===== src/rtl/rsmfs_pkg.sv =====
package rsmfs_pkg;

  // default sizes
  localparam int NUM_REGS_DEF  = 14;
  localparam int SLOT_BITS_DEF = 16;

  // register number width on the ports and in the fifo cells (up to 16 registers)
  localparam int REG_W = 4;
  // fifo fill count width, holds 0..16
  localparam int CNT_W = 5;

  typedef logic [REG_W-1:0] reg_idx_t;
  typedef logic [CNT_W-1:0] fifo_cnt_t;

  // request codes
  typedef enum logic {
    OP_GET     = 1'b0,
    OP_RELEASE = 1'b1
  } op_t;

  // update command broadcast to every fifo cell
  typedef struct packed {
    logic      upd;    // remove key wherever it sits, then append it
    reg_idx_t  key;    // register to move to the back
    fifo_cnt_t count;  // current fill
    fifo_cnt_t wpos;   // position the key lands in
  } fifo_cmd_t;

  // write command to the register bank
  typedef struct packed {
    logic     take;  // map idx to the new slot
    logic     drop;  // unmap idx
    reg_idx_t idx;
  } bank_cmd_t;

  // sort key of a register number by its decimal text
  function automatic int text_key(input int n);
    if (n < 10) begin
      return n * 16;
    end
    return 17 + (n - 10);
  endfunction

  // register number that sits at text rank k among 0..n-1
  function automatic int reg_at_rank(input int k, input int n);
    int cnt;
    int res;
    res = 0;
    for (int j = 0; j < n; j++) begin
      cnt = 0;
      for (int i = 0; i < n; i++) begin
        if (text_key(i) < text_key(j)) begin
          cnt++;
        end
      end
      if (cnt == k) begin
        res = j;
      end
    end
    return res;
  endfunction

endpackage


===== src/rtl/rsmfs_fifo_cell.sv =====
module rsmfs_fifo_cell #(
  parameter int POS = 0
) (
  input  logic                 clk,
  input  rsmfs_pkg::fifo_cmd_t cmd,
  input  rsmfs_pkg::reg_idx_t  nb_entry,
  input  logic                 shift_in,
  output rsmfs_pkg::reg_idx_t  entry,
  output logic                 shift_out
);

  rsmfs_pkg::reg_idx_t entry_r;
  rsmfs_pkg::reg_idx_t entry_nxt;
  logic                occ;
  logic                match;

  // this position is filled and holds the key
  assign occ       = rsmfs_pkg::CNT_W'(POS) < cmd.count;
  assign match     = occ && (entry_r == cmd.key);
  // every cell from the key's position onward pulls from its neighbor
  assign shift_out = shift_in | match;

  // append wins over the shift
  always_comb begin
    entry_nxt = entry_r;
    if (cmd.upd) begin
      if (cmd.wpos == rsmfs_pkg::CNT_W'(POS)) begin
        entry_nxt = cmd.key;
      end else if (shift_out) begin
        entry_nxt = nb_entry;
      end
    end
  end

  always_ff @(posedge clk) begin
    entry_r <= entry_nxt;
  end

  assign entry = entry_r;

endmodule


===== src/rtl/rsmfs_reg_bank.sv =====
module rsmfs_reg_bank #(
  parameter int NUM_REGS  = rsmfs_pkg::NUM_REGS_DEF,
  parameter int SLOT_BITS = rsmfs_pkg::SLOT_BITS_DEF
) (
  input  logic                 clk,
  input  logic                 rst_n,
  input  rsmfs_pkg::bank_cmd_t cmd,
  input  logic [SLOT_BITS-1:0] slot,
  input  rsmfs_pkg::reg_idx_t  rd_idx,
  output logic [SLOT_BITS-1:0] rd_slot,
  output logic [NUM_REGS-1:0]  mapped_vec,
  output logic [NUM_REGS-1:0]  free_vec,
  output logic                 found,
  output rsmfs_pkg::reg_idx_t  found_idx,
  output logic                 free_any,
  output rsmfs_pkg::reg_idx_t  free_idx
);

  localparam int IDX_W = $clog2(NUM_REGS);

  logic [SLOT_BITS-1:0] slot_r [NUM_REGS];
  logic [NUM_REGS-1:0]  mapped_r, mapped_nxt;
  logic [NUM_REGS-1:0]  free_r, free_nxt;
  logic [NUM_REGS-1:0]  hit_vec;
  logic [NUM_REGS-1:0]  rank_free;

  // associative compare against every mapped register
  for (genvar i = 0; i < NUM_REGS; i++) begin : g_cmp
    assign hit_vec[i] = mapped_r[i] && (slot_r[i] == slot);
  end

  // free flags put in text order
  for (genvar k = 0; k < NUM_REGS; k++) begin : g_rank
    localparam int RR = rsmfs_pkg::reg_at_rank(k, NUM_REGS);
    assign rank_free[k] = free_r[RR];
  end

  // lowest matching register
  always_comb begin
    found     = 1'b0;
    found_idx = '0;
    for (int i = NUM_REGS - 1; i >= 0; i--) begin
      if (hit_vec[i]) begin
        found     = 1'b1;
        found_idx = rsmfs_pkg::REG_W'(i);
      end
    end
  end

  // first free register in text order
  always_comb begin
    free_any = 1'b0;
    free_idx = '0;
    for (int k = NUM_REGS - 1; k >= 0; k--) begin
      if (rank_free[k]) begin
        free_any = 1'b1;
        free_idx = rsmfs_pkg::REG_W'(rsmfs_pkg::reg_at_rank(k, NUM_REGS));
      end
    end
  end

  // flag updates
  always_comb begin
    mapped_nxt = mapped_r;
    free_nxt   = free_r;
    if (cmd.take) begin
      mapped_nxt[cmd.idx[IDX_W-1:0]] = 1'b1;
      free_nxt[cmd.idx[IDX_W-1:0]]   = 1'b0;
    end else if (cmd.drop) begin
      mapped_nxt[cmd.idx[IDX_W-1:0]] = 1'b0;
      free_nxt[cmd.idx[IDX_W-1:0]]   = 1'b1;
    end
  end

  always_ff @(posedge clk) begin
    if (!rst_n) begin
      mapped_r <= '0;
      free_r   <= '1;
    end else begin
      mapped_r <= mapped_nxt;
      free_r   <= free_nxt;
    end
  end

  // slot numbers, written on a fresh mapping
  always_ff @(posedge clk) begin
    if (cmd.take) begin
      slot_r[cmd.idx[IDX_W-1:0]] <= slot;
    end
  end

  assign rd_slot    = slot_r[rd_idx[IDX_W-1:0]];
  assign mapped_vec = mapped_r;
  assign free_vec   = free_r;

endmodule


===== src/rtl/register_slot_map_fifo_spill_unit.sv =====
// channel  direction  handshake             payload
// in       input      in_valid / in_stall   in_op, in_mem_slot, in_no_load
// out      output     out_valid / out_stall out_reg_index, out_hit, out_spill_valid,
//                                           out_spill_slot, out_load_valid
//
// one beat per cycle while in_stall is low: lookup, selection and fifo update settle in the
// cycle a beat is accepted; the result appears in the next cycle in the output register.
// the ripple of the move-to-back shift along the fifo cell row sets the cycle time.
// in_stall rises only while a finished result waits under out_stall.
// rst_n (synchronous) empties the fifo and frees all registers; no clearing pass.
module register_slot_map_fifo_spill_unit #(
  parameter int NUM_REGS  = rsmfs_pkg::NUM_REGS_DEF,
  parameter int SLOT_BITS = rsmfs_pkg::SLOT_BITS_DEF
) (
  input  logic                 clk,
  input  logic                 rst_n,
  input  logic                 in_valid,
  output logic                 in_stall,
  input  logic                 in_op,
  input  logic [SLOT_BITS-1:0] in_mem_slot,
  input  logic                 in_no_load,
  output logic                 out_valid,
  input  logic                 out_stall,
  output logic [3:0]           out_reg_index,
  output logic                 out_hit,
  output logic                 out_spill_valid,
  output logic [SLOT_BITS-1:0] out_spill_slot,
  output logic                 out_load_valid
);

  localparam int IDX_W = $clog2(NUM_REGS);

  rsmfs_pkg::bank_cmd_t bank_cmd;
  rsmfs_pkg::fifo_cmd_t fifo_cmd;
  rsmfs_pkg::reg_idx_t  ent [NUM_REGS];
  logic [NUM_REGS:0]    sh;
  logic [SLOT_BITS-1:0] rd_slot;
  logic [NUM_REGS-1:0]  mapped_vec;
  logic [NUM_REGS-1:0]  free_vec;
  logic                 found, free_any;
  rsmfs_pkg::reg_idx_t  found_idx, free_idx, tgt;

  rsmfs_pkg::fifo_cnt_t count_r, count_nxt;
  logic                 accept, is_get, miss, fifo_busy, take_ok, rel, spill, in_fifo;

  logic                 out_valid_r, out_valid_nxt;
  logic [3:0]           out_reg_index_r;
  logic                 out_hit_r, out_spill_valid_r, out_load_valid_r;
  logic [SLOT_BITS-1:0] out_spill_slot_r;

  // register bank: slot numbers and flags
  rsmfs_reg_bank #(
    .NUM_REGS  (NUM_REGS),
    .SLOT_BITS (SLOT_BITS)
  ) u_bank (
    .clk        (clk),
    .rst_n      (rst_n),
    .cmd        (bank_cmd),
    .slot       (in_mem_slot),
    .rd_idx     (ent[0]),
    .rd_slot    (rd_slot),
    .mapped_vec (mapped_vec),
    .free_vec   (free_vec),
    .found      (found),
    .found_idx  (found_idx),
    .free_any   (free_any),
    .free_idx   (free_idx)
  );

  // fifo order as a row of cells, front at cell 0
  assign sh[0] = 1'b0;
  for (genvar i = 0; i < NUM_REGS; i++) begin : g_cell
    rsmfs_pkg::reg_idx_t nb;
    if (i < NUM_REGS - 1) begin : g_mid
      assign nb = ent[i+1];
    end else begin : g_last
      assign nb = '0;
    end
    rsmfs_fifo_cell #(
      .POS (i)
    ) u_cell (
      .clk       (clk),
      .cmd       (fifo_cmd),
      .nb_entry  (nb),
      .shift_in  (sh[i]),
      .entry     (ent[i]),
      .shift_out (sh[i+1])
    );
  end

  // request decode
  assign in_stall  = out_valid_r & out_stall;
  assign accept    = in_valid & ~in_stall;
  assign is_get    = (in_op == rsmfs_pkg::OP_GET);
  assign miss      = accept & is_get & ~found;
  assign fifo_busy = (count_r != '0);
  assign take_ok   = miss & (free_any | fifo_busy);
  assign rel       = accept & ~is_get & found;
  // free register first, else the fifo front
  assign tgt       = free_any ? free_idx : ent[0];
  assign spill     = miss & ~free_any & fifo_busy & mapped_vec[ent[0][IDX_W-1:0]];
  assign in_fifo   = sh[NUM_REGS];

  assign bank_cmd.take = take_ok;
  assign bank_cmd.drop = rel;
  assign bank_cmd.idx  = rel ? found_idx : tgt;

  // move target to the back: same fill if it was already queued
  assign fifo_cmd.upd   = take_ok;
  assign fifo_cmd.key   = tgt;
  assign fifo_cmd.count = count_r;
  assign fifo_cmd.wpos  = in_fifo ? count_r - rsmfs_pkg::CNT_W'(1) : count_r;

  assign count_nxt = (take_ok && !in_fifo) ? count_r + rsmfs_pkg::CNT_W'(1) : count_r;

  always_ff @(posedge clk) begin
    if (!rst_n) begin
      count_r <= '0;
    end else begin
      count_r <= count_nxt;
    end
  end

  // output register
  assign out_valid_nxt = accept | (out_valid_r & out_stall);

  always_ff @(posedge clk) begin
    if (!rst_n) begin
      out_valid_r <= 1'b0;
    end else begin
      out_valid_r <= out_valid_nxt;
    end
  end

  always_ff @(posedge clk) begin
    if (accept) begin
      out_reg_index_r   <= found ? found_idx : (take_ok ? tgt : '0);
      out_hit_r         <= found;
      out_spill_valid_r <= spill;
      out_spill_slot_r  <= spill ? rd_slot : '0;
      out_load_valid_r  <= take_ok & ~in_no_load;
    end
  end

  assign out_valid       = out_valid_r;
  assign out_reg_index   = out_reg_index_r;
  assign out_hit         = out_hit_r;
  assign out_spill_valid = out_spill_valid_r;
  assign out_spill_slot  = out_spill_slot_r;
  assign out_load_valid  = out_load_valid_r;

  // fill never passes the register count
  a_count_max: assert property (@(posedge clk) disable iff (!rst_n)
    count_r <= rsmfs_pkg::CNT_W'(NUM_REGS))
    else $error("fifo fill above register count");

  // free and mapped stay complementary
  a_free_mapped: assert property (@(posedge clk) disable iff (!rst_n)
    free_vec == ~mapped_vec)
    else $error("free and mapped flags disagree");

  // with no free register every register is queued
  a_full_when_none_free: assert property (@(posedge clk) disable iff (!rst_n)
    (free_vec == '0) |-> (count_r == rsmfs_pkg::CNT_W'(NUM_REGS)))
    else $error("no free register but fifo not full");

  // a hit never spills or loads
  a_hit_quiet: assert property (@(posedge clk) disable iff (!rst_n)
    (out_valid_r && out_hit_r) |-> (!out_load_valid_r && !out_spill_valid_r))
    else $error("hit with spill or load");

endmodule


===== config.mk =====
export PLATFORM = sky130hd
export DESIGN_NAME = register_slot_map_fifo_spill_unit
export DESIGN_NICKNAME = d
export VERILOG_FILES = /design/src/rtl/rsmfs_pkg.sv /design/src/rtl/rsmfs_fifo_cell.sv /design/src/rtl/rsmfs_reg_bank.sv /design/src/rtl/register_slot_map_fifo_spill_unit.sv
export SDC_FILE = /design/constraint.sdc
export NUM_CORES = 1
export LEC_CHECK = 0
export BUFFER_PORTS_ARGS = -buffer_cell sky130_fd_sc_hd__clkbuf_2
export CAP_MARGIN = 25
export CORE_UTILIZATION = 30
export CTS_CLUSTER_DIAMETER = 200
export DETAILED_ROUTE_END_ITERATION = 8
export GPL_TIMING_DRIVEN = 0
export SLEW_MARGIN = 20
export SYNTH_ARGS = -nofsm -noshare
export SYNTH_HDL_FRONTEND = slang
export SYNTH_SLANG_ARGS = --single-unit

===== constraint.sdc =====
create_clock -name clk -period 6.97 [get_ports clk]
set_clock_uncertainty 0.1 [all_clocks]
set_input_delay 0.3485 -clock clk [delete_from_list [all_inputs] [get_ports clk]]
set_output_delay 0.3485 -clock clk [all_outputs]
set_load 0.02 [all_outputs]

* Word level (Yosys, flattened, before mapping) *
Memories as Yosys holds them, arrays and structs flattened. A register that Yosys moved wholly into a read port is not among the register bits.
Index checks and enable logic that the tools add are counted.

storage, ports and cells
  flip-flop bits (word level) = 97
  bits in latches = 0
  RAM bits = 224
  memory bits (read-only) = 0
  word-level logic and storage cells = 10221
  memories kept = 1

memories
  name           words  bits a word  rd ports  clocked after Yosys merged registers in  write ports  RTL line              RTL
  u_bank.slot_r  14     16           15        1                                        1            rsmfs_reg_bank.sv:21  logic [SLOT_BITS-1:0] slot_r [NUM_REGS];

cells by class
  $add $sub $neg = 2228
  $mul = 0
  divide/modulo/power cells = 0
  magnitude comparators = 2341
  equality and inequality tests = 210
  shift operators = 0
  mux-type cells = 5307
  bitwise logic cells = 36
  reduce and logical (&&, ||, !) cells = 76

operator list
  operator                                                     number
  two-way mux 32 bit                                           4690
  adder 32 x 2 -> 32 bit, second input constant                2226
  less-than comparator 32 bit                                  1260
  less-than comparator 32 x 6 -> 1 bit, second input constant  560
  less-than comparator 6 x 32 -> 1 bit, first input constant   504
  == test 32 x 5 -> 1 bit, second input constant               78
  == test 32 x 4 -> 1 bit, second input constant               52
  == test 32 x 3 -> 1 bit, second input constant               26
  two-way mux 4 bit                                            144
  == test 32 x 2 -> 1 bit, second input constant               13
  logical NOT 32 bit                                           13
  two-way mux 7 bit                                            56
  two-way mux 1 bit                                            242
  == test 16 bit                                               14
  two-way mux 8 bit                                            28
  two-way mux 3 bit                                            70
  two-way mux 6 bit                                            28
  two-way mux 5 bit                                            15
  == test 4 bit                                                14
  two-way mux 14 bit                                           4
  two-way mux 2 bit                                            28
  == test 5 x 4 -> 1 bit, second input constant                6
  logical AND 1 bit                                            30
  less-than comparator 4 x 5 -> 1 bit, first input constant    6
  other kinds (23)                                             91

* Longest topological paths before layout *
Gate-level depths: netlist (run 1).

  depth after elaboration = 93
  gate-level depth with buffers = 14
  depth with buffers taken out = 11

* Cells and area by module *
A second synthesis (run 1) with hierarchy kept.

second synthesis, totals
  cells, all modules = 1336
  area, all modules = 19282.2 um^2

by module, submodules not included
  module                                  times used  cells each  area an instance (um^2)
  rsmfs_reg_bank                          1           884         13693.1
  register_slot_map_fifo_spill_unit       1           127         1619.1
  rsmfs_fifo_cell (g_cell[6].u_cell ...)  3           23          287.8
  rsmfs_fifo_cell (g_cell[1].u_cell)      1           27          294.0
  rsmfs_fifo_cell (g_cell[10].u_cell)     1           24          291.5
  rsmfs_fifo_cell (g_cell[12].u_cell)     1           23          291.5
  rsmfs_fifo_cell (g_cell[2].u_cell)      1           23          289.0
  rsmfs_fifo_cell (g_cell[5].u_cell)      1           23          286.5
  rsmfs_fifo_cell (g_cell[11].u_cell)     1           23          280.3
  rsmfs_fifo_cell (g_cell[4].u_cell)      1           23          277.8
  rsmfs_fifo_cell (g_cell[7].u_cell)      1           22          277.8
  rsmfs_fifo_cell (g_cell[0].u_cell)      1           23          276.5
  rsmfs_fifo_cell (g_cell[13].u_cell)     1           23          275.3
  rsmfs_fifo_cell (g_cell[3].u_cell)      1           22          266.5

* Worst setup path before layout (run 1) *
OpenSTA, ideal clock, no wires.

  path type = input-to-reg
  start = in in_mem_slot[8]
  end = mem u_bank.slot_r[8][0] (netlist name) (enable)
  arrival time = 4.040 ns
  data required time = 6.461 ns
  path slack = 2.420 ns
  stages on the path = 12
  buffers on the path = 3
  cell sequence = clkbuf_1 buf_2 xor2_1 nor4b_1 nand4bb_1 or4_1 nand4_1 o41a_1 clkbuf_1 and3_1 nor2_1 nor3_1

on the way
  longest elaborated chain between the ends = 21
  elaborated cells on any way between the ends = 63
  those cells by class = 14 x eq/ne; 31 x mux; 4 x bitwise; 14 x reduce/logical

ends and longest elaborated chain
  what                              RTL line                                 RTL
  start: declaration                register_slot_map_fifo_spill_unit.sv:20  input logic [SLOT_BITS-1:0] in_mem_slot,
  == test 16 bit                    -
  logical AND 1 bit                 -
  two-way mux 1 bit (14 in series)  -
  inverter 1 bit                    -
  AND 1 bit (2 in series)           -
  two-way mux 1 bit (2 in series)   -
  end: declaration                  rsmfs_reg_bank.sv:21

Parallel ways exist; a longest one is shown, timed or not.

* Final worst setup path (run 1) *
  start = in in_mem_slot[8]
  end = mem u_bank.slot_r[0][1] (netlist name) (enable)

Same word-level chain as after synthesis.

==> results.md, run 1 <==
* Status: finished, final reports clean
* Critical path depth in cells at 14
* Worst Reg-to-Reg Cells at 12
* Number of remaining DRC errors at 0
* Hold crit path type: input port to register
* RSZ-0062 raised after global routing: false
* Drt wl/cell at 24.8 um
* Die area at 66800 sq um
* Worst path arrival time at 5680 ps
* Nets at 1605
* Post-CTS Resized at 0
* Grt ovf at 0
* Critical Path Max Stage Delay at 880 ps
* Final setup TNS at 0 ps
* Max-Cap Viols at 0
* Clk buf depth at 3
* Worst Min Path Start: out_stall
* Initial Util at 30.5%
* CP cell instances: clkbuf_2 > clkbuf_1 > buf_2 > xor2_1 > nor4b_1 > nand4bb_1 > or4_1 > nand4_1 > o41a_1 > clkbuf_1 > o31ai_1 > or2_1 > clkbuf_1 > and2_1
* Most common cell after layout, fill and taps aside: edfxtp_1
* Clk pin slew, worst setup/hold paths at 60 ps
* Cts bufs inserted at 41
* Prevailing post-synth register cell: edfxtp_1
* Die Wd at 258 um
* P per Cell Area at 223 nW/um^2
* Pins Over Slew Limit at 0
* WHS Endpoint: out_valid
* GP Congestion at 0.952
* ANT nets after route at 0
* Initial DRC count at between 1000 and 1500
* Final Total Pwr at 5.03 mW
* Fin crit period at 5590 ps
* Crit path top cell by count: clkbuf_1
* Slowest stage cell, crit path: and2_1
* Cell area after synthesis at 19700 sq um
* Slew margin rel. at roughly 25%
* Post-CTS Setup Inserts at 0
* FF+latch count, synth at 369
* Worst hold slack at 49.7 ps
* Final number of setup-violating endpoints at 0
* Boundary pin count at 47
* H-tree Lvls at 2
* First-pass GRT wire length at 89700 um
* Via density at 5.31
* Most frequent cells in the layout: edfxtp_1, xnor2_1, xor2_1, mux4_2, nand2_1
* Worst-path maximum fanout at 17
* Largest net degree at the start of global routing at 25
* WL final at approximately 60000 um
* Worst endpoint required time at 7060 ps
* Share of layout cells above drive strength 1 at between 15 and 20%
* CTS tree: done
* Crit path max-delay family: simple AND/OR/NAND/NOR gates
* Number of inserted diodes at 0
* Ys async rst share at 0%
* Synth Net Count at 1502
* Synth warn at 0
* Post-DP HPWL at ~47000 um
* Worst hold stages at 3
* Layout area overhead at 14.2%
* Vias in the first global route at between 10000 and 15000
* Die Span Y at 258 um
* Flop2flop setup slack at ~1600 ps
* Avg Cell Area, Syn at 13.4 sq um
* Core ar. at 64700 sq um
* Pleak at 7.08 nW
* Antenna violations before repair at 1
* CP Buf/Inv Count at 5
* Slew @ Worst Pin at 1120 ps
* Peak VDD IR at 0.144 mV
* Worst-Skew Late Latency at between 500 and 600 ps
* Critical path type: input port to register
* Crit end category: register
* CP Launch Type: input port
* Post-synth cell types at 78
* Routed via count at 13100
* GRT Total Usage at 18.3%
* Post-synth EDFFs at 335
* Reg-to-reg startpoint: u_bank.slot_r[7][10]
* Number of I/O port buffers at 45
* F_max at about 180 MHz
* FILL cells at 6388
* Register area share after synthesis at between 50% and 60%
* Mapped Cells at about 1500
* Root buffer cell: clkbuf_16
* Row count at 93
* Drt pass-1 iters at 5
* RR Endpoint: u_bank.slot_r[0][1]
* Post-route clock period utilization at 80.2%
* Final-report hold violation count at 0
* CTS sink cnt at 369
## through the flow
step | utilization [%] | worst slack, ps | cells | area, sq um
global placement | 32.5 | -246 | 2377 | 21000
detailed placement | 32.7 | 859 | 2388 | 21200
CTS | 34.8 | 1480 | 2466 | 22500
floorplan | - | 2420 | 1477 | 19700
finish | 34.8 | 1380 | 2468 | 22500
global route | 34.8 | 1080 | 2468 | 22500
## tightest hold or removal path: cells and delay by family
kind	cells	cell delay, ps
simple gates	1	150
buf+inv	1	70
compound gates	1	110
## kinds of logic (layout without fill, tap and decap cells)
family / count (synthesis) / after routing / synth area share [%]
buffers and inverters: 108 / 244 / 2.40
multiplexers: 143 / 143 / 12.9
AND/OR/NAND/NOR: 416 / 416 / 12.0
flip-flops: 369 / 369 / 54.4
XOR/XNOR: 280 / 280 / 12.4
AO/OA/AOI/OAI: 158 / 158 / 5.60
adder cells (fa/ha/maj): 3 / 3 / 0.190
## layer usage
layer | vias to the layer above | wire, um | GRT usage [%]
met5 | - | 0 | 0
met4 | 0 | 2110 | 6.53
met3 | 121 | 4500 | 3.41
met2 | 530 | 28300 | 29.3
met1 | 6626 | 26300 | 24.8
li1 | 5838 | - | -
## cell usage after synthesis, drive strengths merged, types with 4 or more instances
cell type / number / area share (%)
mux2i: 7 / 0.37
o31ai: 4 / 0.15
mux4: 84 / 9.6
a32o: 4 / 0.20
and4: 5 / 0.22
edfxtp: 335 / 51
a21boi: 10 / 0.38
nor3: 20 / 0.51
nor4b: 15 / 0.67
a22oi: 5 / 0.19
nand2b: 16 / 0.51
and2: 22 / 0.70
a21oi: 33 / 1.1
buf: 36 / 1.0
nand4: 44 / 1.5
or3b: 6 / 0.27
nor3b: 7 / 0.27
a31oi: 11 / 0.35
mux2: 52 / 3.0
dfxtp: 34 / 3.4
inv: 21 / 0.40
nand2: 79 / 1.5
o21a: 13 / 0.49
o211ai: 4 / 0.18
o21ai: 42 / 1.1
xor2: 115 / 5.1
nand3: 23 / 0.58
xnor2: 165 / 7.3
clkbuf: 51 / 0.97
or2: 4 / 0.13
nor4: 43 / 1.5
or3: 5 / 0.18
o31a: 5 / 0.22
or4: 14 / 0.55
nor2b: 21 / 0.67
and3: 6 / 0.19
nor2: 73 / 1.4
nand4bb: 6 / 0.34
a32oi: 4 / 0.18
## registers in the layout (all words and copies together), names as in the netlist, named ones only
register	count
count_r	5
g_cell.u_cell.entry	56
out_hit	1
out_load_valid	1
out_reg_index	4
out_spill_slot	16
out_spill_valid	1
out_valid	1
u_bank.slot_r	256
## power by group
group / switching (mW) / internal, mW / leakage [nW]
clock network: 0.919 / 1.21 / 0.636
registers: 0.0123 / 2.43 / 3.32
logic: 0.294 / 0.162 / 3.12
## area by class of cell
| cell class | instances | area [sq um] | share of cell area [%] |
|---|---|---|---|
| Multi-Input combinational cell | 1000 | 8540 | 37.9 |
| Timing Repair Buffer | 60 | 392 | 1.74 |
| Tap cell | 855 | 1070 | 4.75 |
| Inverter | 21 | 78.8 | 0.350 |
| Clock buffer | 53 | 1110 | 4.94 |
| Clock inverter | 23 | 194 | 0.861 |
| Sequential cell | 369 | 10700 | 47.7 |
| Buffer | 87 | 398 | 1.77 |
## worst max-delay path by stage
| stage | from | to |
|---|---|---|
| 2_1_floorplan | in_mem_slot[8] | u_bank.slot_r[8][0] |
| 3_3_place_gp | in_mem_slot[10] | u_bank.slot_r[8][9] |
| 3_5_place_dp | in_mem_slot[10] | u_bank.slot_r[0][13] |
| 4_1_cts | in_mem_slot[10] | u_bank.slot_r[0][1] |
| 5_1_grt | in_mem_slot[10] | u_bank.slot_r[0][7] |
| 6_report | in_mem_slot[8] | u_bank.slot_r[0][1] |
## timing repair
action,CTS,global route
hold buffers,2,0
endpoints found under the hold margin,2,0
setup endpoints to repair,0,0
(Power assumes the default switching activity.)
==> run 2: changes to the inputs <==
clock period = 5.8 ns   (was 6.97 ns; I/O delays follow)
==> results.md, run 2 (synthesis results as in run 1) <==
* P per Cell Area at 268 nW/um^2
* Clk pin slew, worst setup/hold paths at 60 ps
* ANT nets after route at 0
* Number of inserted diodes at 0
* Share of layout cells above drive strength 1 at 19.7%
* Multi-input gate area at 8540 sq um
* Crit path max-delay family: simple AND/OR/NAND/NOR gates
* Final Instance Area at 22500 sq um
* Layout area overhead at 14.2%
* GRT busiest layer: met2
* Slowest stage cell, crit path: and2_1
* WL final at 61100 um
* Worst Reg-to-Reg Cells at 10
* WHS Endpoint: u_bank.slot_r[5][13]
* Initial Util at 30.5%
* Die Wd at 258 um
* Fin crit period at 5480 ps
* Max-Cap Viols at 0
* Reg-to-reg startpoint: u_bank.slot_r[7][10]
* Drt pass-1 iters at 5
* Worst-path maximum fanout at 18
* Core ar. at about 65000 sq um
* Initial DRC count at 1332
* Pre-CTS setup slack at -253 ps
* Final number of setup-violating endpoints at 0
* RSZ-0062 raised after global routing: false
* Number of I/O port buffers at 45
* Status: finished, final reports clean
* Critical Path Max Stage Delay at 990 ps
* Critical path type: input port to register
* Largest net degree at the start of global routing at 25
* F_max at 182 MHz
* Die Span Y at 258 um
* FF+latch area at 10700 sq um
* Nets at 1606
* Met2 Use GR at 29.3%
* Clk buf depth at 3
* Drt wl/cell at 24.8 um
* Grt ovf at 0
* CP Launch Type: input port
* Slew margin rel. at around a quarter
* Hold crit path type: input port to register
* Met3 usage at approximately 3.4%
* Cell Count Post-Placement at about 2400
* Slew @ Worst Pin at 1120 ps
* Final Total Pwr at 6.05 mW
* CTS sink cnt at 369
* CP cell instances: clkbuf_2 > clkbuf_1 > buf_2 > xor2_1 > or4_1 > nor3b_1 > nand4_1 > a221oi_1 > o211ai_1 > a31o_2 > nand2b_1 > o21ai_1 > and2_1
* Worst hold slack at 90.4 ps
* Worst hold stages at 1
* Worst endpoint required time at 5890 ps
* Peak VDD IR at between 0.15 and 0.2 mV
* Pins Over Slew Limit at 0
* Final setup TNS at 0 ps
* Met1 Resource Use GR at between 20% and 30%
* Via density at 5.35
* RR Endpoint: u_bank.slot_r[7][4]
* Flop2flop setup slack at 500 ps
* Crit end category: register
* Post-CTS Setup Inserts at 0
* Pleak at 7.08 nW
* Antenna violations before repair at 1
* CTS tree: done
* PnR worst setup slack at 319 ps
* Number of remaining DRC errors at 0
* Placed cell areas at 21200 sq um
* First-pass GRT wire length at 89700 um
* Root buffer cell: clkbuf_16
* Post-route clock period utilization at between 90% and 100%
* Vias in the first global route at 13300
* Final Util at 34.8%
* Boundary pin count at 47
* CP Buf/Inv Count at 3
* Post-Layout Cell Count at about 2500
* Most common cell after layout, fill and taps aside: edfxtp_1
* Cts bufs inserted at between 40 and 50
* Row count at 93
* Worst-Skew Late Latency at 590 ps
* Post-DP HPWL at about 47000 um
* Routed via count at 13200
* Worst Min Path Start: in_mem_slot[13]
* Max reg flops at 256
* Final-report hold violation count at 0
* Worst path arrival time at 5570 ps
* H-tree Lvls at 2
* FILL cells at 6388
* Die area at 66800 sq um
* GRT Total Usage at 18.3%
* GP Congestion at 0.952
* Most frequent cells in the layout: edfxtp_1, xnor2_1, xor2_1, mux4_2, nand2_1
==> run 2: where the power goes <==
part	total [mW]	internal, mW	switching [mW]
logic	0.550	0.196	0.353
clock network	2.56	1.45	1.11
registers	2.93	2.92	0.0149
total	6.05	4.57	1.48
==> run 2: what timing repair did <==
item,4_1_cts,5_1_grt
gates resized for setup,0,1
hold buffers,3,0
hold endpoints to repair,2,0
endpoints found under the setup margin,0,16
==> run 2: final cells by class <==
class | instances | share of cell area [%]
Clock inverter | 23 | 0.860
Multi-Input combinational cell | 1000 | 37.9
Inverter | 21 | 0.350
Clock buffer | 53 | 4.94
Buffer | 87 | 1.77
Sequential cell | 369 | 47.7
Tap cell | 855 | 4.75
Timing Repair Buffer | 61 | 1.78
==> run 2: worst max-delay path by stage <==
stage / start / end / slack [ps] / cells past startpoint
after floorplan: in_mem_slot[8] / u_bank.slot_r[8][0] / 1310 / 12
after global placement: in_mem_slot[10] / u_bank.slot_r[8][9] / -1360 / 14
after detailed placement: in_mem_slot[10] / u_bank.slot_r[0][13] / -250 / 15
after CTS: in_mem_slot[10] / u_bank.slot_r[0][1] / 370 / 15
after global routing: in_mem_slot[8] / register / 160 / 14
final: in_mem_slot[5] / u_bank.slot_r[7][4] / 320 / 13
==> run 2: layer usage <==
metal / up-vias / share of wire (%)
met5: - / 0
met4: 0 / 3.3
met3: 111 / 8.3
met2: 578 / 47
met1: 6678 / 42
li1: 5844 / -
==> run 2: worst reg2reg max path, cell delays in order, from the launching register on <==
cell and delay, ps:
edfxtp_1 410, xnor2_1 390, nor4b_1 550, nand4bb_1 200, or4_1 600, nand4_1 210
o41a_1 260, clkbuf_1 360, nand2b_1 90, o21ai_1 740, and2_1 990
